**config.mk**
```make
export PLATFORM = sky130hd
export DESIGN_NAME = fibonacci_mod_prime_doubling
export DESIGN_NICKNAME = d
export VERILOG_FILES = /design/src/fmpd_pkg.sv /design/src/fmpd_modmul.sv /design/src/fmpd_datapath.sv /design/src/fmpd_ctrl.sv /design/src/fibonacci_mod_prime_doubling.sv
export VERILOG_INCLUDE_DIRS = /design/src /design/src/src
export SDC_FILE = /design/constraint.sdc
export NUM_CORES = 2
export LEC_CHECK = 0
export BUFFER_PORTS_ARGS = -buffer_cell sky130_fd_sc_hd__clkbuf_2
export CAP_MARGIN = 20
export CORE_MARGIN = 8
export CORE_UTILIZATION = 40
export DETAILED_ROUTE_END_ITERATION = 12
export GPL_ROUTABILITY_DRIVEN = 0
export PLACE_DENSITY = 0.54
export SYNTH_ARGS = -nofsm -noshare
export SYNTH_HDL_FRONTEND = slang
export SYNTH_SLANG_ARGS = --single-unit
```
**constraint.sdc**
```tcl
create_clock -name clk -period 9.7 [get_ports clk]
set_clock_uncertainty 0.2 [all_clocks]
set_input_delay 1.455 -clock clk [delete_from_list [all_inputs] [get_ports clk]]
set_output_delay 1.455 -clock clk [all_outputs]
set_load 0.01 [all_outputs]
```
**src/assert_macros.svh**
```systemverilog
// Assertion macros shared by the RTL; they expand to nothing for synthesis.
`ifndef ASSERT_MACROS_SVH
`define ASSERT_MACROS_SVH

`ifndef SYNTHESIS

// Hold cons in the same cycle whenever ante is true.
`define ASSERT_IMPL(label, clk, rst, ante, cons, msg) \
  label: assert property (@(posedge clk) disable iff (rst) (ante) |-> (cons)) \
    else $error(msg);

// Hold cons in the cycle after ante is true.
`define ASSERT_NEXT(label, clk, rst, ante, cons, msg) \
  label: assert property (@(posedge clk) disable iff (rst) (ante) |=> (cons)) \
    else $error(msg);

`else

`define ASSERT_IMPL(label, clk, rst, ante, cons, msg)

`define ASSERT_NEXT(label, clk, rst, ante, cons, msg)

`endif

`endif

```
**src/fmpd_pkg.sv**
```systemverilog
// Shared constants, command types and modular helpers for the Fibonacci doubling block.
package fmpd_pkg;

  localparam int LENGTH_W    = 63;
  localparam int COUNT_W     = 30;
  localparam int LENGTH_BITS = 63;
  localparam int M_W         = LENGTH_BITS + 1;
  localparam int STEP_W      = $clog2(M_W);
  localparam int PROD_W      = 2 * COUNT_W;
  localparam int BAR_W       = COUNT_W + 1;
  localparam int RED_W       = COUNT_W + 2;
  localparam int PH_W        = 3;

  localparam logic [COUNT_W-1:0] PRIME  = 30'd1000000007;
  localparam logic [RED_W-1:0]   PRIME1 = RED_W'(PRIME);
  localparam logic [RED_W-1:0]   PRIME2 = RED_W'(2 * 64'(PRIME));
  // Barrett constant floor(2^60 / P)
  localparam logic [BAR_W-1:0]   MU     = BAR_W'((64'd1 << PROD_W) / 64'(PRIME));

  localparam logic [STEP_W-1:0] LAST_STEP = STEP_W'(M_W - 1);

  // Phases of one doubling step
  localparam logic [PH_W-1:0] PH_SQ_A    = 3'd0;
  localparam logic [PH_W-1:0] PH_SQ_B    = 3'd1;
  localparam logic [PH_W-1:0] PH_MUL_T   = 3'd2;
  localparam logic [PH_W-1:0] PH_CAP_SQ  = 3'd4;
  localparam logic [PH_W-1:0] PH_ODD     = 3'd5;
  localparam logic [PH_W-1:0] PH_ADVANCE = 3'd6;

  typedef enum logic [1:0] {
    OP_SQ_A,
    OP_SQ_B,
    OP_A_TWICE
  } op_t;

  typedef struct packed {
    logic load;
    op_t  op;
    logic cap_sq;
    logic make_odd;
    logic advance;
    logic publish;
  } cmd_t;

  // Reduce a value below 3P into 0..P-1.
  function automatic logic [COUNT_W-1:0] fold3(input logic [RED_W-1:0] r);
    logic [RED_W-1:0] s;
    if (r >= PRIME2) begin
      s = r - PRIME2;
    end else if (r >= PRIME1) begin
      s = r - PRIME1;
    end else begin
      s = r;
    end
    return s[COUNT_W-1:0];
  endfunction

  // Sum of two residues, reduced once.
  function automatic logic [COUNT_W-1:0] mod_add(input logic [COUNT_W-1:0] x,
                                                 input logic [COUNT_W-1:0] y);
    return fold3(RED_W'(x) + RED_W'(y));
  endfunction

endpackage

```
**src/fmpd_modmul.sv**
```systemverilog
// Four-stage pipelined modular multiplier with Barrett reduction.
module fmpd_modmul import fmpd_pkg::*; (
  input  logic               clk,
  input  logic [COUNT_W-1:0] x,
  input  logic [COUNT_W-1:0] y,
  output logic [COUNT_W-1:0] prod
);

  logic [PROD_W-1:0]  p1;
  logic [2*BAR_W-1:0] t2;
  logic [RED_W-1:0]   lo2;
  logic [RED_W-1:0]   lo3;
  logic [RED_W-1:0]   qp3;

  always_ff @(posedge clk) begin
    p1   <= PROD_W'(x) * PROD_W'(y);
    // estimate quotient from the top bits
    t2   <= (2*BAR_W)'(p1[PROD_W-1:COUNT_W-1]) * (2*BAR_W)'(MU);
    lo2  <= p1[RED_W-1:0];
    // low word of quotient times P is enough: remainder stays below 3P
    qp3  <= RED_W'(t2[2*BAR_W-1:BAR_W]) * PRIME1;
    lo3  <= lo2;
    prod <= fold3(lo3 - qp3);
  end

endmodule

```
**src/fmpd_datapath.sv**
```systemverilog
// Datapath: Fibonacci pair registers, bit walk of n+1 and the shared modular multiplier.
module fmpd_datapath import fmpd_pkg::*; (
  input  logic                clk,
  input  cmd_t                cmd,
  input  logic [LENGTH_W-1:0] length,
  output logic [COUNT_W-1:0]  count
);

  logic [COUNT_W-1:0]     a;
  logic [COUNT_W-1:0]     b;
  logic [COUNT_W-1:0]     twice;
  logic [COUNT_W-1:0]     sq;
  logic [COUNT_W-1:0]     odd;
  logic [M_W-1:0]         m;
  logic                   special;
  logic [COUNT_W-1:0]     mm_x;
  logic [COUNT_W-1:0]     mm_y;
  logic [COUNT_W-1:0]     mm_out;
  logic [COUNT_W-1:0]     sum;
  logic [LENGTH_BITS-1:0] n;

  assign n   = length[LENGTH_BITS-1:0];
  assign sum = mod_add(mm_out, odd);

  always_comb begin
    case (cmd.op)
      OP_SQ_A: begin
        mm_x = a;
        mm_y = a;
      end
      OP_SQ_B: begin
        mm_x = b;
        mm_y = b;
      end
      default: begin
        mm_x = a;
        mm_y = twice;
      end
    endcase
  end

  fmpd_modmul u_modmul (
    .clk  (clk),
    .x    (mm_x),
    .y    (mm_y),
    .prod (mm_out)
  );

  always_ff @(posedge clk) begin
    // 2*F(k+1) - F(k), kept in range
    twice <= fold3((RED_W'(b) << 1) + PRIME1 - RED_W'(a));
    if (cmd.load) begin
      a       <= '0;
      b       <= COUNT_W'(1);
      m       <= M_W'(n) + M_W'(1);
      special <= (n == LENGTH_BITS'(1));
    end
    if (cmd.cap_sq) begin
      sq <= mm_out;
    end
    if (cmd.make_odd) begin
      odd <= mod_add(sq, mm_out);
    end
    if (cmd.advance) begin
      if (m[M_W-1]) begin
        a <= odd;
        b <= sum;
      end else begin
        a <= mm_out;
        b <= odd;
      end
      m <= m << 1;
    end
    if (cmd.publish) begin
      count <= special ? COUNT_W'(1) : b;
    end
  end

endmodule

```
**src/fmpd_ctrl.sv**
```systemverilog
// Controller: sequences doubling steps and owns the handshake state.
module fmpd_ctrl import fmpd_pkg::*; (
  input  logic clk,
  input  logic rst,
  input  logic in_valid,
  output logic in_stall,
  input  logic out_stall,
  output logic out_valid,
  output cmd_t cmd
);

  typedef enum logic [1:0] {
    S_IDLE,
    S_RUN,
    S_FINISH
  } state_t;

  state_t            state;
  logic [PH_W-1:0]   phase;
  logic [STEP_W-1:0] step;
  logic              accept;
  logic              out_free;
  logic              run;

  assign in_stall = (state != S_IDLE);
  assign accept   = in_valid && (state == S_IDLE);
  assign out_free = !out_valid || !out_stall;
  assign run      = (state == S_RUN);

  always_comb begin
    cmd          = '0;
    cmd.load     = accept;
    cmd.cap_sq   = run && (phase == PH_CAP_SQ);
    cmd.make_odd = run && (phase == PH_ODD);
    cmd.advance  = run && (phase == PH_ADVANCE);
    cmd.publish  = (state == S_FINISH) && out_free;
    case (phase)
      PH_SQ_A:  cmd.op = OP_SQ_A;
      PH_SQ_B:  cmd.op = OP_SQ_B;
      PH_MUL_T: cmd.op = OP_A_TWICE;
      default:  cmd.op = OP_A_TWICE;
    endcase
  end

  always_ff @(posedge clk) begin
    if (rst) begin
      state     <= S_IDLE;
      phase     <= PH_SQ_A;
      step      <= '0;
      out_valid <= 1'b0;
    end else begin
      case (state)
        S_IDLE: begin
          if (accept) begin
            state <= S_RUN;
            phase <= PH_SQ_A;
            step  <= '0;
          end
        end
        S_RUN: begin
          if (phase == PH_ADVANCE) begin
            phase <= PH_SQ_A;
            if (step == LAST_STEP) begin
              state <= S_FINISH;
            end else begin
              step <= step + STEP_W'(1);
            end
          end else begin
            phase <= phase + PH_W'(1);
          end
        end
        S_FINISH: begin
          if (out_free) begin
            state <= S_IDLE;
          end
        end
        default: state <= S_IDLE;
      endcase

      if (cmd.publish) begin
        out_valid <= 1'b1;
      end else if (out_valid && !out_stall) begin
        out_valid <= 1'b0;
      end
    end
  end

endmodule

```
**src/fibonacci_mod_prime_doubling.sv**
```systemverilog
// A result word is loaded once all 64 doubling steps of its input word are done
// and the output slot is free; a new input word is accepted only after that.
// The block takes no new word while one is in flight; each step runs three products through the
// 4-stage shared modular multiplier, and the next step needs this step's pair.
// Reset (rst, synchronous): returns to idle and drops any pending output word.
`include "assert_macros.svh"

module fibonacci_mod_prime_doubling import fmpd_pkg::*; (
  input  logic                clk,
  input  logic                rst,
  input  logic                in_valid,
  output logic                in_stall,
  input  logic [LENGTH_W-1:0] length,
  output logic                out_valid,
  input  logic                out_stall,
  output logic [COUNT_W-1:0]  count
);

  cmd_t cmd;

  // Controller: accepts a word while idle, walks the bits of n+1 from the
  // top, and loads the output register once the slot is free. A waiting
  // result in the output register does not block the next input word.
  fmpd_ctrl u_ctrl (
    .clk       (clk),
    .rst       (rst),
    .in_valid  (in_valid),
    .in_stall  (in_stall),
    .out_stall (out_stall),
    .out_valid (out_valid),
    .cmd       (cmd)
  );

  // Datapath: holds (F(k), F(k+1)), issues a^2, b^2 and a*(2b-a) to the
  // shared multiplier, then forms the doubled pair and advances on a set bit.
  // Length one is answered with 1 directly.
  fmpd_datapath u_datapath (
    .clk    (clk),
    .cmd    (cmd),
    .length (length),
    .count  (count)
  );

  // Once a word is taken, hold off the next one until this one is done.
  `ASSERT_NEXT(a_busy_after_accept, clk, rst, in_valid && !in_stall, in_stall, "accepted word did not make the block busy")

  // Every published count is a residue.
  `ASSERT_IMPL(a_count_residue, clk, rst, out_valid, count < PRIME, "count out of residue range")

  // A result appears only at the end of a computation.
  `ASSERT_IMPL(a_publish_from_run, clk, rst, $rose(out_valid), $past(in_stall), "result published while idle")

endmodule
```
==> impl_metrics.env <==
export IMPL_cpPeakStageDelay_ps=620
export IMPL_start_util_pct=40.2
export IMPL_yosysTopAreaCell="fa_1"
export IMPL_synth_top_cell_area_share_pct=32.1
export IMPL_yosys_top_cells_area="fa_1 (32%), ha_1 (15%), edfxtp_1 (8.4%)"
export IMPL_grt_pass1_vias=63200
export IMPL_r2r_cells=37
export IMPL_ys_top_cells_by_count="inv_1 (1,614), fa_1 (1,227), ha_1 (926)"
export IMPL_grt_pass1_wl_mm=388
export IMPL_ys_ff_latch=474
export IMPL_cts_buffers=57
export IMPL_layout_drive_gt1_share_pct=8.41
export IMPL_syn2layout_area_growth_pct=10.9
export IMPL_dieHeight_um=453
export IMPL_drc_errors=0
export IMPL_drt_pass1_iter_count=6
export IMPL_clockBufferDepth=3
export IMPL_ys_warnings_count=0
export IMPL_drt_iter0_drc=4961
export IMPL_slowest_stage="fa_1"
export IMPL_syn_area_per_cell_um2=9.18
export IMPL_rsz0062_at_grt="true"
export IMPL_cp_end_kind="register"
export IMPL_clk_pin_slew_ps=60
export IMPL_track_usage_pct=24.6
export IMPL_synth_top_family_by_area="adder cells"
export IMPL_start_kind="register"
export IMPL_cp_data_required_time_ps=10100
export IMPL_ant_nets=0
export IMPL_path_depth=37
export IMPL_crit_type="register to register"
export IMPL_cts_root_buf="clkbuf_16"
export IMPL_synth_compound_area_share_pct=10.7
export IMPL_core_area_um2=190000
export IMPL_synth_seq_area_share_pct=15.2
export IMPL_tightestPinTransition_ps=1110
export IMPL_max_slew_margin_pct=25.5
export IMPL_rrSetupSlack_ps=190
export IMPL_setup_viol=0
export IMPL_min_path_type="register to register"
export IMPL_crit_family="adder cells"
export IMPL_hold_depth=0
export IMPL_crit_top_cell="fa_1"
export IMPL_synth_edf_count=214
export IMPL_clock_fmax_ghz=0.105
export IMPL_avgViaCountPerCell=5.42
export IMPL_htree_levels=2
export IMPL_slew_viol_final=0
export IMPL_grt_max_degree=71
export IMPL_routedWlPerCell_um=22.6
export IMPL_antenna_found_initial=16
export IMPL_yosysMostFrequentCell="inv_1"
export IMPL_synthMuxAreaShare_pct=1.13
export IMPL_routed_wl_mm=253
export IMPL_netlist_area_um2=76400
export IMPL_crit_fanout=10
export IMPL_row_count=160
export IMPL_finalSetupTns_ps=0
export IMPL_period_needed_ps=9510
export IMPL_synthesis_instances=8324
export IMPL_dp_hpwl_mm=214
export IMPL_pin_count=99
export IMPL_tritoncts="done"
export IMPL_numPortBuffers=98
export IMPL_synth_xor_area_share_pct=4.46
export IMPL_insertion_delay_ps=710
export IMPL_timing_final_crit_share_pct=98.0
export IMPL_synth_ff_type="dfxtp_1"
export IMPL_worstPathArrival_ps=9910
export IMPL_num_vias=60600
export IMPL_synthSimpleGateAreaFrac_pct=12.0
export IMPL_async_flop_share_pct=0
export IMPL_synth_fa_ha_area_share_pct=47.3
export IMPL_yosysUniqueCellTypes=94
export IMPL_cts_sinks=474
export IMPL_path_buf_inv=8
export IMPL_die_area_um2=205000
export IMPL_fillers=18400
export IMPL_die_w_um=453
export IMPL_synth_nets=10500
export IMPL_status="finished, final reports clean"
export IMPL_grt_overflow=0
export IMPL_hold_viol_final=0
export IMPL_hold_buffers=0
export IMPL_final_nets=10800
export IMPL_maxCapViolations=0
## routing by layer
metal	vias up	global-route usage, %	share of wire [%]
met2	2327	39.0	44
met3	534	4.52	8.1
li1	27300	-	-
met5	-	0	0.020
met4	8	8.58	4.2
met1	30400	33.9	43
## logic make-up (layout without fill, tap and decap cells)
group | count (synthesis) | count (layout)
XOR/XNOR | 389 | 389
other | 0 | 12
flip-flops | 474 | 474
multiplexers | 84 | 84
AO/OA/AOI/OAI | 1241 | 1241
buffers and inverters | 1866 | 2199
adder cells (fa/ha/maj) | 2153 | 2153
AND/OR/NAND/NOR | 2117 | 2118
## state kept, by name (all words and copies together) (netlist names), 31 cells and up
| name | cells |
|---|---|
| u_datapath.u_modmul.lo2 | 32 |
| u_datapath.m | 64 |
| u_datapath.u_modmul.t2 | 31 |
| u_datapath.u_modmul.qp3 | 32 |
| u_datapath.u_modmul.p1 | 60 |
| u_datapath.u_modmul.lo3 | 32 |
## cell usage in the layout (no fill, tap or decap), drive strengths merged, types with 35 or more instances in the layout
cell    netlist  routed
nor2b        57      57
xnor2       250     250
xor2        139     139
nand3       102     102
and2         37      38
ha          926     926
nand2       691     691
nor4         38      38
o211ai       38      38
a211oi       50      50
buf          33     380
and3         49      49
nand2b       41      41
dfxtp       260     260
mux2i        68      68
a31oi        35      35
a21oi       325     325
nor2        881     881
clkbuf      219     174
fa         1227    1227
inv        1614    1620
edfxtp      214     214
o21ai       270     270
nor3         81      81
o21a         66      66
a21o        183     183
## final timing paths
check	from	end
max	u_ctrl.phase[1]	u_datapath.u_modmul.p1[59]
min	u_datapath.u_modmul.lo2[9]	u_datapath.u_modmul.lo3[9]
max reg2reg	u_ctrl.phase[1]	u_datapath.u_modmul.p1[59]
min reg2reg	u_datapath.u_modmul.lo2[9]	u_datapath.u_modmul.lo3[9]
## per-stage QoR
step / hold slack (ps) / cell area, um2 / util (%) / std cells / worst slack, ps
2_1_floorplan: 110 / 76400 / - / 8324 / 1.89
3_3_place_gp: 112 / 82300 / 43.3 / 11000 / -113
3_5_place_dp: 113 / 82300 / 43.3 / 11000 / -267
4_1_cts: 94.4 / 84300 / 44.4 / 11200 / 34.2
5_1_grt: 96.9 / 84700 / 44.6 / 11200 / -64.4
6_report: 101 / 84800 / 44.6 / 11200 / 192
## layout make-up
type                    instances  area (um2)  area share [%]
diodes                         12        30.0          0.0354
repair buffers                481        3710            4.38
clock inverters                31         432           0.509
inverters                    1614        6060            7.15
multi-input cells            5985       58100            68.6
clock buffers                  73        1640            1.94
flip-flops and latches        474       11600            13.7
well taps                    2511        3140            3.71
## what timing repair did
| action | CTS | global route |
|---|---|---|
| resized for setup | 4 | 46 |
| setup buffers | 0 | 13 |
| endpoints found under the setup margin | 4 | 13 |
| pin swaps | 0 | 19 |
| gates cloned | 0 | 4 |
Power is left out: the tool's default activity adds up to more than one toggle a clock period on the data nets, which glitch-free logic cannot reach.
